File: src/rtl/ssms_pkg.sv
package ssms_pkg;

  localparam int TIME_BITS = 32;
  localparam int CFG_W     = 16;
  localparam int ADDR_W    = 5;
  localparam int DATA_W    = 32;

  typedef logic [TIME_BITS-1:0] time_t;
  typedef logic [CFG_W-1:0]     cfg_word_t;

  typedef enum logic [1:0] {
    MODE_IDLE = 2'd0,
    MODE_WAIT = 2'd1,
    MODE_HOLD = 2'd2
  } servo_mode_t;

  typedef enum logic [2:0] {
    REG_DEBOUNCE   = 3'd0,
    REG_SERVO_WAIT = 3'd1,
    REG_SERVO_HOLD = 3'd2,
    REG_MOTOR_STOP = 3'd3,
    REG_PAUSE      = 3'd4,
    REG_PROX_POL   = 3'd5
  } reg_idx_t;

  localparam logic [7:0] CMD_PAUSE  = 8'hA5;
  localparam logic [6:0] ANGLE_UP   = 7'd90;
  localparam logic [6:0] ANGLE_DOWN = 7'd0;

  localparam cfg_word_t RST_DEBOUNCE   = 16'd30;
  localparam cfg_word_t RST_SERVO_WAIT = 16'd1000;
  localparam cfg_word_t RST_SERVO_HOLD = 16'd1000;
  localparam cfg_word_t RST_MOTOR_STOP = 16'd3000;
  localparam cfg_word_t RST_PAUSE      = 16'd5000;

  typedef struct packed {
    cfg_word_t debounce_ms;
    cfg_word_t swing_delay_ms;
    cfg_word_t swing_hold_ms;
    cfg_word_t motor_stop_ms;
    cfg_word_t pause_ms;
    logic      prox_invert;
  } cfg_t;

  typedef struct packed {
    logic       prox_raw;
    logic [7:0] command;
  } item_t;

  typedef struct packed {
    logic [6:0] servo_angle;
    logic       motor_on;
    logic       paused;
    logic [7:0] box_count;
    logic [1:0] servo_phase;
  } result_t;

  function automatic time_t ext16(input cfg_word_t v);
    return {{(TIME_BITS-CFG_W){1'b0}}, v};
  endfunction

  // deadline reached when the wrapped difference sits in the lower half
  function automatic logic reached(input time_t now, input time_t deadline);
    time_t diff;
    diff = now - deadline;
    return ~diff[TIME_BITS-1];
  endfunction

  function automatic logic elapsed(input time_t now, input time_t start,
                                   input cfg_word_t span);
    time_t diff;
    diff = now - start;
    return (diff >= ext16(span));
  endfunction

endpackage

File: src/rtl/ssms_in_if.sv
interface ssms_in_if;
  import ssms_pkg::*;

  logic       valid;
  logic       ready;
  logic       prox_raw;
  logic [7:0] command;

  modport source (output valid, output prox_raw, output command, input ready);
  modport sink   (input valid, input prox_raw, input command, output ready);
endinterface

File: src/rtl/ssms_out_if.sv
interface ssms_out_if;
  import ssms_pkg::*;

  logic       valid;
  logic       ready;
  logic [6:0] servo_angle;
  logic       motor_on;
  logic       paused;
  logic [7:0] box_count;
  logic [1:0] servo_phase;

  modport source (output valid, output servo_angle, output motor_on, output paused,
                  output box_count, output servo_phase, input ready);
  modport sink   (input valid, input servo_angle, input motor_on, input paused,
                  input box_count, input servo_phase, output ready);
endinterface

File: src/rtl/ssms_cfg.sv
module ssms_cfg (
  input  logic                         clk,
  input  logic                         rst_n,
  input  logic                         psel,
  input  logic                         penable,
  input  logic                         pwrite,
  input  logic [ssms_pkg::ADDR_W-1:0]  paddr,
  input  logic [ssms_pkg::DATA_W-1:0]  pwdata,
  output logic [ssms_pkg::DATA_W-1:0]  prdata,
  output logic                         pready,
  output ssms_pkg::cfg_t               cfg
);
  import ssms_pkg::*;

  cfg_t     cfg_r;
  reg_idx_t idx;
  logic     wr_en;

  assign idx    = reg_idx_t'(paddr[ADDR_W-1:2]);
  assign wr_en  = psel && penable && pwrite;
  assign pready = 1'b1;
  assign cfg    = cfg_r;

  always_ff @(posedge clk) begin
    if (!rst_n) begin
      cfg_r.debounce_ms    <= RST_DEBOUNCE;
      cfg_r.swing_delay_ms <= RST_SERVO_WAIT;
      cfg_r.swing_hold_ms  <= RST_SERVO_HOLD;
      cfg_r.motor_stop_ms  <= RST_MOTOR_STOP;
      cfg_r.pause_ms       <= RST_PAUSE;
      cfg_r.prox_invert    <= 1'b0;
    end else if (wr_en) begin
      case (idx)
        REG_DEBOUNCE:   cfg_r.debounce_ms    <= pwdata[CFG_W-1:0];
        REG_SERVO_WAIT: cfg_r.swing_delay_ms <= pwdata[CFG_W-1:0];
        REG_SERVO_HOLD: cfg_r.swing_hold_ms  <= pwdata[CFG_W-1:0];
        REG_MOTOR_STOP: cfg_r.motor_stop_ms  <= pwdata[CFG_W-1:0];
        REG_PAUSE:      cfg_r.pause_ms       <= pwdata[CFG_W-1:0];
        REG_PROX_POL:   cfg_r.prox_invert    <= pwdata[0];
        default: ;
      endcase
    end
  end

  always_comb begin
    prdata = '0;
    case (idx)
      REG_DEBOUNCE:   prdata = {{(DATA_W-CFG_W){1'b0}}, cfg_r.debounce_ms};
      REG_SERVO_WAIT: prdata = {{(DATA_W-CFG_W){1'b0}}, cfg_r.swing_delay_ms};
      REG_SERVO_HOLD: prdata = {{(DATA_W-CFG_W){1'b0}}, cfg_r.swing_hold_ms};
      REG_MOTOR_STOP: prdata = {{(DATA_W-CFG_W){1'b0}}, cfg_r.motor_stop_ms};
      REG_PAUSE:      prdata = {{(DATA_W-CFG_W){1'b0}}, cfg_r.pause_ms};
      REG_PROX_POL:   prdata = {{(DATA_W-1){1'b0}}, cfg_r.prox_invert};
      default:        prdata = '0;
    endcase
  end

endmodule

File: src/rtl/ssms_core.sv
module ssms_core (
  input  logic              clk,
  input  logic              rst_n,
  input  logic              step,
  input  ssms_pkg::item_t   item,
  input  ssms_pkg::cfg_t    cfg,
  output ssms_pkg::result_t result
);
  import ssms_pkg::*;

  // tick_r holds the time the next tick will work at
  time_t       tick_r, tick_nxt;
  logic        stable_r, stable_nxt;
  logic        last_raw_r, last_raw_nxt;
  time_t       last_chg_r, last_chg_nxt;
  servo_mode_t mode_r, mode_nxt;
  time_t       servo_dl_r, servo_dl_nxt;
  logic        at_ninety_r, at_ninety_nxt;
  logic [7:0]  boxes_r, boxes_nxt;
  logic        motor_r, motor_nxt;
  time_t       resume_r, resume_nxt;
  logic        pause_r, pause_nxt;
  time_t       pause_end_r, pause_end_nxt;

  logic  sample;
  logic  accepted;
  time_t now;

  always_comb begin
    sample        = item.prox_raw ^ cfg.prox_invert;
    now           = tick_r;
    tick_nxt      = tick_r + time_t'(1);
    stable_nxt    = stable_r;
    last_raw_nxt  = last_raw_r;
    last_chg_nxt  = last_chg_r;
    mode_nxt      = mode_r;
    servo_dl_nxt  = servo_dl_r;
    at_ninety_nxt = at_ninety_r;
    boxes_nxt     = boxes_r;
    motor_nxt     = motor_r;
    resume_nxt    = resume_r;
    pause_nxt     = pause_r;
    pause_end_nxt = pause_end_r;
    accepted      = 1'b0;

    if (item.command == CMD_PAUSE) begin
      if (mode_r != MODE_IDLE) begin
        servo_dl_nxt = servo_dl_r + ext16(cfg.pause_ms);
      end
      if (motor_r || reached(now, resume_r)) begin
        resume_nxt = now + ext16(cfg.pause_ms);
      end else begin
        resume_nxt = resume_r + ext16(cfg.pause_ms);
      end
      motor_nxt     = 1'b0;
      pause_nxt     = 1'b1;
      pause_end_nxt = now + ext16(cfg.pause_ms);
    end
    if (pause_nxt && reached(now, pause_end_nxt)) begin
      pause_nxt = 1'b0;
    end

    if (!pause_nxt) begin
      if (sample != last_raw_r) begin
        last_raw_nxt = sample;
        last_chg_nxt = now;
      end
      if ((sample != stable_r) && elapsed(now, last_chg_nxt, cfg.debounce_ms)) begin
        stable_nxt = sample;
        accepted   = 1'b1;
      end
      if (accepted && stable_nxt && (mode_nxt == MODE_IDLE)) begin
        mode_nxt     = MODE_WAIT;
        servo_dl_nxt = now + ext16(cfg.swing_delay_ms);
      end

      if ((mode_nxt == MODE_WAIT) && reached(now, servo_dl_nxt)) begin
        motor_nxt     = 1'b0;
        resume_nxt    = now + ext16(cfg.motor_stop_ms);
        if (!at_ninety_nxt) begin
          boxes_nxt = boxes_r + 8'd1;
        end
        at_ninety_nxt = 1'b1;
        mode_nxt      = MODE_HOLD;
        servo_dl_nxt  = now + ext16(cfg.swing_hold_ms);
      end else if ((mode_nxt == MODE_HOLD) && reached(now, servo_dl_nxt)) begin
        at_ninety_nxt = 1'b0;
        mode_nxt      = MODE_IDLE;
      end

      if (!motor_nxt && reached(now, resume_nxt)) begin
        motor_nxt = 1'b1;
      end
    end

    result.servo_angle = at_ninety_nxt ? ANGLE_UP : ANGLE_DOWN;
    result.motor_on    = motor_nxt;
    result.paused      = pause_nxt;
    result.box_count   = boxes_nxt;
    result.servo_phase = mode_nxt;
  end

  always_ff @(posedge clk) begin
    if (!rst_n) begin
      tick_r      <= time_t'(1);
      stable_r    <= 1'b0;
      last_raw_r  <= 1'b0;
      last_chg_r  <= '0;
      mode_r      <= MODE_IDLE;
      servo_dl_r  <= '0;
      at_ninety_r <= 1'b0;
      boxes_r     <= '0;
      motor_r     <= 1'b1;
      resume_r    <= '0;
      pause_r     <= 1'b0;
      pause_end_r <= '0;
    end else if (step) begin
      tick_r      <= tick_nxt;
      stable_r    <= stable_nxt;
      last_raw_r  <= last_raw_nxt;
      last_chg_r  <= last_chg_nxt;
      mode_r      <= mode_nxt;
      servo_dl_r  <= servo_dl_nxt;
      at_ninety_r <= at_ninety_nxt;
      boxes_r     <= boxes_nxt;
      motor_r     <= motor_nxt;
      resume_r    <= resume_nxt;
      pause_r     <= pause_nxt;
      pause_end_r <= pause_end_nxt;
    end
  end

endmodule

File: src/rtl/sorter_servo_motor_sequencer_top.sv
// Sorter servo and conveyor sequencer.
// in_if carries one transaction per millisecond tick: the raw proximity
// pin level and the received command byte (0xA5 starts a system pause).
// out_if returns exactly one transaction per input transaction, in order:
// servo angle (0 or 90), motor drive, pause flag, box count, servo phase.
// Timing registers are written over the APB port (psel..pready, byte
// address 4*index, pready tied high); the user must write them only
// while the block is idle, as the block itself does not enforce it.
// An accepted input waits in the input register; the state update and
// result register load follow, after which out_if.valid is high.
// Throughput: one transaction per cycle when not stalled; a tick is a
// single pass of compares and 32-bit adds, input to result register.
// Receiver stall: the result register holds its transaction; the input
// register still takes one more transaction, then in_if.ready drops until
// the result is taken. Nothing is dropped or repeated.
// Reset (rst_n low, synchronous): registers return to their power-on
// values, tick time to one, motor running, servo idle, no pause, both
// channel stages empty.
module sorter_servo_motor_sequencer_top (
  input  logic                        clk,
  input  logic                        rst_n,
  ssms_in_if.sink                     in_if,
  ssms_out_if.source                  out_if,
  input  logic                        psel,
  input  logic                        penable,
  input  logic                        pwrite,
  input  logic [ssms_pkg::ADDR_W-1:0] paddr,
  input  logic [ssms_pkg::DATA_W-1:0] pwdata,
  output logic [ssms_pkg::DATA_W-1:0] prdata,
  output logic                        pready
);
  import ssms_pkg::*;

  cfg_t    cfg;
  item_t   in_item_r;
  logic    in_valid_r;
  result_t res_nxt;
  result_t out_res_r;
  logic    out_valid_r;
  logic    step;

  // tick is processed once the result register is free or being drained
  assign step        = in_valid_r && (!out_valid_r || out_if.ready);
  assign in_if.ready = !in_valid_r || step;

  always_ff @(posedge clk) begin
    if (!rst_n) begin
      in_valid_r <= 1'b0;
    end else if (in_if.ready) begin
      in_valid_r <= in_if.valid;
    end
  end

  // payload only, no reset needed
  always_ff @(posedge clk) begin
    if (in_if.valid && in_if.ready) begin
      in_item_r.prox_raw <= in_if.prox_raw;
      in_item_r.command  <= in_if.command;
    end
  end

  ssms_cfg u_cfg (
    .clk     (clk),
    .rst_n   (rst_n),
    .psel    (psel),
    .penable (penable),
    .pwrite  (pwrite),
    .paddr   (paddr),
    .pwdata  (pwdata),
    .prdata  (prdata),
    .pready  (pready),
    .cfg     (cfg)
  );

  ssms_core u_core (
    .clk    (clk),
    .rst_n  (rst_n),
    .step   (step),
    .item   (in_item_r),
    .cfg    (cfg),
    .result (res_nxt)
  );

  // result register
  always_ff @(posedge clk) begin
    if (!rst_n) begin
      out_valid_r <= 1'b0;
    end else if (step) begin
      out_valid_r <= 1'b1;
    end else if (out_if.ready) begin
      out_valid_r <= 1'b0;
    end
  end

  always_ff @(posedge clk) begin
    if (step) begin
      out_res_r <= res_nxt;
    end
  end

  assign out_if.valid       = out_valid_r;
  assign out_if.servo_angle = out_res_r.servo_angle;
  assign out_if.motor_on    = out_res_r.motor_on;
  assign out_if.paused      = out_res_r.paused;
  assign out_if.box_count   = out_res_r.box_count;
  assign out_if.servo_phase = out_res_r.servo_phase;

endmodule

File: src/flat_wrapper.sv
// flat-port wrapper written by rule: the top's interface ports become plain ports
module sorter_servo_motor_sequencer_top_flat import ssms_pkg::*;
  (clk, rst_n, psel, penable, pwrite, paddr, pwdata, prdata, pready, in_if_valid, in_if_prox_raw, in_if_command, in_if_ready, out_if_valid, out_if_servo_angle, out_if_motor_on, out_if_paused, out_if_box_count, out_if_servo_phase, out_if_ready);
  ssms_in_if in_if_i ();
  ssms_out_if out_if_i ();
  input  logic clk;
  input  logic rst_n;
  input  logic psel;
  input  logic penable;
  input  logic pwrite;
  input  logic [ssms_pkg::ADDR_W-1:0] paddr;
  input  logic [ssms_pkg::DATA_W-1:0] pwdata;
  output logic [ssms_pkg::DATA_W-1:0] prdata;
  output logic pready;
  input wire logic [$bits(in_if_i.valid)-1:0] in_if_valid;
  input wire logic [$bits(in_if_i.prox_raw)-1:0] in_if_prox_raw;
  input wire logic [$bits(in_if_i.command)-1:0] in_if_command;
  output wire logic [$bits(in_if_i.ready)-1:0] in_if_ready;
  output wire logic [$bits(out_if_i.valid)-1:0] out_if_valid;
  output wire logic [$bits(out_if_i.servo_angle)-1:0] out_if_servo_angle;
  output wire logic [$bits(out_if_i.motor_on)-1:0] out_if_motor_on;
  output wire logic [$bits(out_if_i.paused)-1:0] out_if_paused;
  output wire logic [$bits(out_if_i.box_count)-1:0] out_if_box_count;
  output wire logic [$bits(out_if_i.servo_phase)-1:0] out_if_servo_phase;
  input wire logic [$bits(out_if_i.ready)-1:0] out_if_ready;
  assign in_if_i.valid = in_if_valid;
  assign in_if_i.prox_raw = in_if_prox_raw;
  assign in_if_i.command = in_if_command;
  assign in_if_ready = in_if_i.ready;
  assign out_if_valid = out_if_i.valid;
  assign out_if_servo_angle = out_if_i.servo_angle;
  assign out_if_motor_on = out_if_i.motor_on;
  assign out_if_paused = out_if_i.paused;
  assign out_if_box_count = out_if_i.box_count;
  assign out_if_servo_phase = out_if_i.servo_phase;
  assign out_if_i.ready = out_if_ready;
  sorter_servo_motor_sequencer_top u_core (.clk(clk), .rst_n(rst_n), .in_if(in_if_i), .out_if(out_if_i), .psel(psel), .penable(penable), .pwrite(pwrite), .paddr(paddr), .pwdata(pwdata), .prdata(prdata), .pready(pready));
endmodule
File: config.mk
export PLATFORM = sky130hd
export DESIGN_NAME = sorter_servo_motor_sequencer_top_flat
export DESIGN_NICKNAME = d
export VERILOG_FILES = /design/src/rtl/ssms_pkg.sv /design/src/rtl/ssms_in_if.sv /design/src/rtl/ssms_out_if.sv /design/src/rtl/ssms_cfg.sv /design/src/rtl/ssms_core.sv /design/src/rtl/sorter_servo_motor_sequencer_top.sv /design/src/flat_wrapper.sv
export SDC_FILE = /design/constraint.sdc
export NUM_CORES = 1
export LEC_CHECK = 0
export ABC_CLOCK_PERIOD_IN_PS = 12500
export BUFFER_PORTS_ARGS = -buffer_cell sky130_fd_sc_hd__buf_2
export CORE_MARGIN = 2
export CORE_UTILIZATION = 46
export DETAILED_ROUTE_END_ITERATION = 8
export GPL_ROUTABILITY_DRIVEN = 0
export GPL_TIMING_DRIVEN = 0
export SETUP_SLACK_MARGIN = 0.1
export SLEW_MARGIN = 20
export SYNTH_ARGS = -nofsm -noshare
export SYNTH_HDL_FRONTEND = slang
export SYNTH_SLANG_ARGS = --single-unit
export TNS_END_PERCENT = 5
File: constraint.sdc
create_clock -name clk -period 12.5 [get_ports clk]
set_input_delay 1.25 -clock clk [delete_from_list [all_inputs] [get_ports clk]]
set_output_delay 1.25 -clock clk [all_outputs]
set_load 0.005 [all_outputs]
======== After elaboration in Yosys (flattened, before gate mapping) ========
Cells that the tools add are included.
storage, ports and cells
  register bits ........................... 286
  input bits .............................. 53
  output and inout port bits .............. 54
  logic and storage cells ................. 126
cells by class
  add/sub/neg operators ................... 13
  magnitude comparators ................... 1
  eq/ne operators ......................... 10
  multiplexer cells ....................... 40
  bitwise operators ....................... 6
  reduce and logical (&&, ||, !) cells .... 29
operators by type and width
  cell                     number
  $mux W32                 14
  $add A32 B16 Y32         6
  $sub A32 B32 Y32         5
  $pmux W16 S6             1
  $add A32 B1 Y32 const B  1
  $ge A32 B16 Y1           1
  $mux W8                  3
  $mux W1                  16
  $reduce_and A2 Y1        7
  $logic_and A1 B1 Y1      11
  $mux W2                  5
  $add A8 B1 Y8 const B    1
  $eq A8 B8 Y1 const B     1
  $mux W7                  1
  $eq A3 B2 Y1 const B     2
  $eq A3 B3 Y1 const B     2
  $not A1 Y1               5
  $reduce_bool A2 Y1       2
  $eq A3 B1 Y1 const B     1
  $logic_not A1 Y1         3
  $logic_not A3 Y1         1
  $logic_or A1 B1 Y1       3
  $reduce_and A3 Y1        1
  $eq A2 B1 Y1 const B     1
  4 further kinds          5

======== Longest topological paths before layout ========
  depth after elaboration ................. 26
  mapped depth ............................ 66
  mapped depth without buffers ............ 60

======== Cells and area by module ========
Synthesis repeated with hierarchy kept, for this count alone.
unflattened totals
  cells, all modules ...................... 3275
  area total of the unflattened synthesis .. 26040.0 um2
modules (own cells, without submodules)
  module                            instances  cells each  area each (um2)
  ssms_core                         1          2814        21072.7
  ssms_cfg                          1          424         4022.6
  sorter_servo_motor_sequencer_top  1          37          944.7

======== Least setup slack after synthesis ========
OpenSTA, ideal clock, no wires.
  path type ............................... reg-to-reg
  start point ............................. register u_core.u_cfg.cfg_r, in the netlist u_core.u_cfg.cfg[0]
  end point ............................... register u_core.out_res_r, in the netlist u_core.out_if.motor_on, data pin
  library setup time ...................... 0.257 ns
  arrival ................................. 11.907 ns
  required time ........................... 12.243 ns
  slack ................................... 0.336 ns
  cell stages (with the launch flop) ...... 66
  period minus slack after synthesis ...... 12.164 ns
  cell sequence ........................... dfxtp_1 xnor3_2 clkbuf_1 o21ai_0 ha_1 inv_1 ha_1 o21ai_0 nand2_1 nor2_1 o21ai_0 nand2_1 maj3_1 a21oi_1 a21oi_1 a21oi_1 o21a_1 ha_1 [... 30 more ...] mux2i_1 ha_1 a21o_1 a21o_1 a21oi_1 nor2b_1 o21ai_0 nand2b_1 a21o_1 a21oi_1 o21ai_0 a21o_1 a221o_1 nor3b_1 o21ai_0 o211ai_1 xnor2_1 a32o_1
RTL lines
  element               RTL line                                source
  start, declared       ssms_cfg.sv:15                          cfg_t cfg_r;
  end signal, assigned  sorter_servo_motor_sequencer_top.sv:97  out_res_r <= res_nxt;
  end, declared         sorter_servo_motor_sequencer_top.sv:38  result_t out_res_r;

==> metrics.txt <==
Routed Antenna Nets 0; max capacitance violation total 0; worst setup path class reg -> reg; Fmax 80.2 MHz; Ys Warns 0; FF-to-FF path depth 55; Least-Margin Pin Slew about 1.3 ns; Power Dens Cells 95.6 nW/µm²; max-slew violation count 0; pre-CTS setup slack -3.01 ns; fill cell count between 5000 and 6000; Hold Path Class reg -> reg; Tcrit/Tclk final 0.997; sequential-to-total area share from yosys stat 0.232; number of remaining DRC errors 0; worst vdd ir ~0.10 mV; asr flop ratio synth 0; DP HPWL approximately 80 mm; Min-Delay Startpoint u_core.u_cfg.cfg[72]; post-synthesis cell area roughly 25000 µm²; first-pass GRT wire length ~160 mm; CP dominant cell by count a21o_1; I/O pin cnt approximately 110; Crit-path slowest cell or4_4; Mapped Cells around 3300; Pint roughly 1.9 mW; top-area cell type share of the netlist area 0.206; number of global-route vias before repair 25200; CP startpoint kind register; overall via count from detail_route between 20000 and 30000; Die Ht around 240 µm; Hold Path End u_core.u_cfg.cfg[72]; die area between 50000 and 60000 µm²; Via density approximately 6.4; Design Power approximately 2.7 mW; largest net degree at the start of global routing 23; unrepaired setup endpoints after global routing true; GR Util All Layers 0.370; routed len/inst around 26 µm; post-synthesis cell type count 100; sequential cell area slightly below 6000 µm²; CP arrival 12.79 ns; setup ws final 0.0347 ns; most common cell after layout, fill and taps aside nand2_1; GRT overflow 0; placed insts between 4000 and 5000; Hold Path Cell Cnt 2; synth top area cells dfxtp_1 (21%), ha_1 (13%), a21oi_1 (6.5%); CTS tree done; Comb pwr share 0.227; starting density of the core 0.465; CP required ~13 ns; Sw Ratio 0.324; Site Rows 85; multi-input logic area between 15000 and 20000 µm²; switching power 888 µW; Nets 3795; CTS Hold Bufs 0; most frequent cells in the layout nand2_1 (386), a21oi_1 (311), nor2_1 (305); clock power share 0.423; Final Core Density 0.532; number of synthesized flops with an enable pin 22; crit-path max FO 10; H-tree levels 2; initial antenna violation count 4; Clock Sinks 280; P_leak 12.1 nW; Yosys top cell by area dfxtp_1; minimum clock period 12.47 ns; DRT Pass-1 Iters 8; ys flop type dfxtp_1; Flop pwr share 0.350; outcome finished clean; Synth Register Bits 280; final setup fails 0; worst clock skew roughly 0.038 ns; drt initial violations approximately 3400; clock tree buffer depth 3; final hold vios 0; Syn-to-layout area delta 14.4%; Largest stage delay, worst path between 0.5 and 0.6 ns; # port buffers 67; Final Non-Filler Cells ~4200; Skew-Pair Late Insertion Delay roughly 0.60 ns; syn avg cell area approximately 7.6 µm²; Root Driver clkbuf_16; die span in x ~240 µm; core area ~54000 µm²; total CTS buffers 37; Clk pin slew, worst setup/hold paths about 0.06 ns; FF-to-FF End u_core.out_if.motor_on; Rel. slew slack 0.164; R2R setup slack between 0.03 and 0.04 ns; TNS Setup 0 ns; share of cells above drive strength 1 0.111; nature of the critical path endpoint register; Reg-to-Reg Start u_core.in_item_r[8]; Routed WL around 110 mm
cell type report:
class,count,share of cell area
flip-flops and latches,280,0.203
clock buffers,50,0.0368
inverters,123,0.0162
diodes,1,0.0000872
multi-input cells,2716,0.642
well taps,696,0.0303
clock inverters,17,0.00785
plain buffers,199,0.0362
repair buffers,124,0.0267
registers in the layout, summed over array words and instances, names as in the netlist, 2 cells and up:
name / flops
u_core.u_core.last_chg_r: 32
u_core.u_core.servo_dl_r: 32
u_core.in_item_r: 9
u_core.out_if.servo_phase: 2
u_core.u_cfg.cfg: 81
u_core.out_if.box_count: 8
u_core.u_core.resume_r: 32
u_core.u_core.boxes_r: 8
u_core.u_core.now: 32
u_core.u_core.pause_end_r: 32
u_core.u_core.mode_r: 2
logic make-up (layout without fill, tap and decap cells):
family / Yosys count / after routing / synth area share
other: 2 / 21 / 0.000299
and+or+nand+nor: 1131 / 1131 / 0.209
xor gates and xnor gates: 212 / 212 / 0.0752
muxes: 142 / 142 / 0.0591
DFF: 280 / 280 / 0.232
AOI/OAI and AO/OA: 946 / 946 / 0.238
adders and majority gates: 265 / 265 / 0.134
buffers and inverters: 324 / 513 / 0.0534
worst max-delay path by stage:
stage / slack, ns / end / depth (start not counted) / start
floorplan: 0.34 / u_core.out_if.motor_on / 65 / u_core.u_cfg.cfg[0]
CTS: 0.10 / u_core.out_if.motor_on / 61 / u_core.in_item_r[8]
global placement: -2.96 / u_core.out_if.motor_on / 58 / u_core.u_cfg.cfg[0]
finish: 0.03 / u_core.out_if.motor_on / 55 / u_core.in_item_r[8]
detailed placement: -3.01 / u_core.out_if.motor_on / 59 / u_core.u_cfg.cfg[0]
global route: -0.31 / u_core.out_if.motor_on / 67 / u_core.in_item_r[8]
worst max-delay path, delay by kind of cell (launching register included):
kind            cells  cell delay [ns]
compound gates     19             4.16
simple gates       18             3.67
xor+xnor            3             0.55
fa+ha+maj           3             0.77
mux                 3             0.65
flops               1             0.50
buf+inv             9             1.86
metrics by stage:
| stage | instance area (µm²) | hold WS, ns |
|---|---|---|
| 3_5_place_dp | 26400 | 0.453 |
| 3_3_place_gp | 26400 | 0.445 |
| 2_1_floorplan | 25200 | 0.436 |
| 4_1_cts | 28400 | 0.462 |
| 6_report | 28700 | 0.462 |
| 5_1_grt | 28700 | 0.489 |
cells in the mapped netlist (11+ instances only):
cell	count
mux2_2	29
mux2i_1	111
dfxtp_1	258
nand2_1	389
o22ai_1	21
a31oi_1	17
a21o_1	82
a211oi_1	58
o21bai_1	25
o31ai_1	11
buf_1	22
nor4_1	12
and2_1	25
nor3_1	52
xor2_1	94
xnor2_1	116
nand4_1	47
o21ai_0	193
clkbuf_1	137
or3_1	31
a21oi_1	325
edfxtp_1	22
a311oi_1	21
buf_2	16
and3_1	19
o21a_1	35
nor2b_1	41
ha_1	255
or2_2	15
buf_4	23
nor2_1	310
a22oi_1	20
o211ai_1	29
nand2b_1	41
inv_1	121
nand3_1	101
metal layers:
metal | routed length, µm | global-route usage | share of wire | vias up
met5 | 23 | 0 | 0.00021 | -
met4 | 7700 | 0.228 | 0.071 | 4
met3 | 12400 | 0.0878 | 0.11 | 439
met2 | 44100 | 0.548 | 0.41 | 1662
met1 | 43600 | 0.485 | 0.40 | 12600
li1 | - | - | - | 12200
power groups by stage:
stage	logic (mW)	clock network (mW)	registers, mW
2_1_floorplan	0.352	0	0.968
3_3_place_gp	0.511	0	0.977
3_5_place_dp	0.520	0	0.978
4_1_cts	0.576	1.16	0.958
5_1_grt	0.660	1.20	0.962
6_report	0.624	1.16	0.960
timing repair:
action                                  CTS  global route
endpoints found under the setup margin   20             2
resized for setup                       121            54
pin swaps                                45            43
gates cloned                              0             0
setup buffers                            36            21
endpoints found under the hold margin     0             0
No activity file was read; power rests on OpenSTA's default activity.
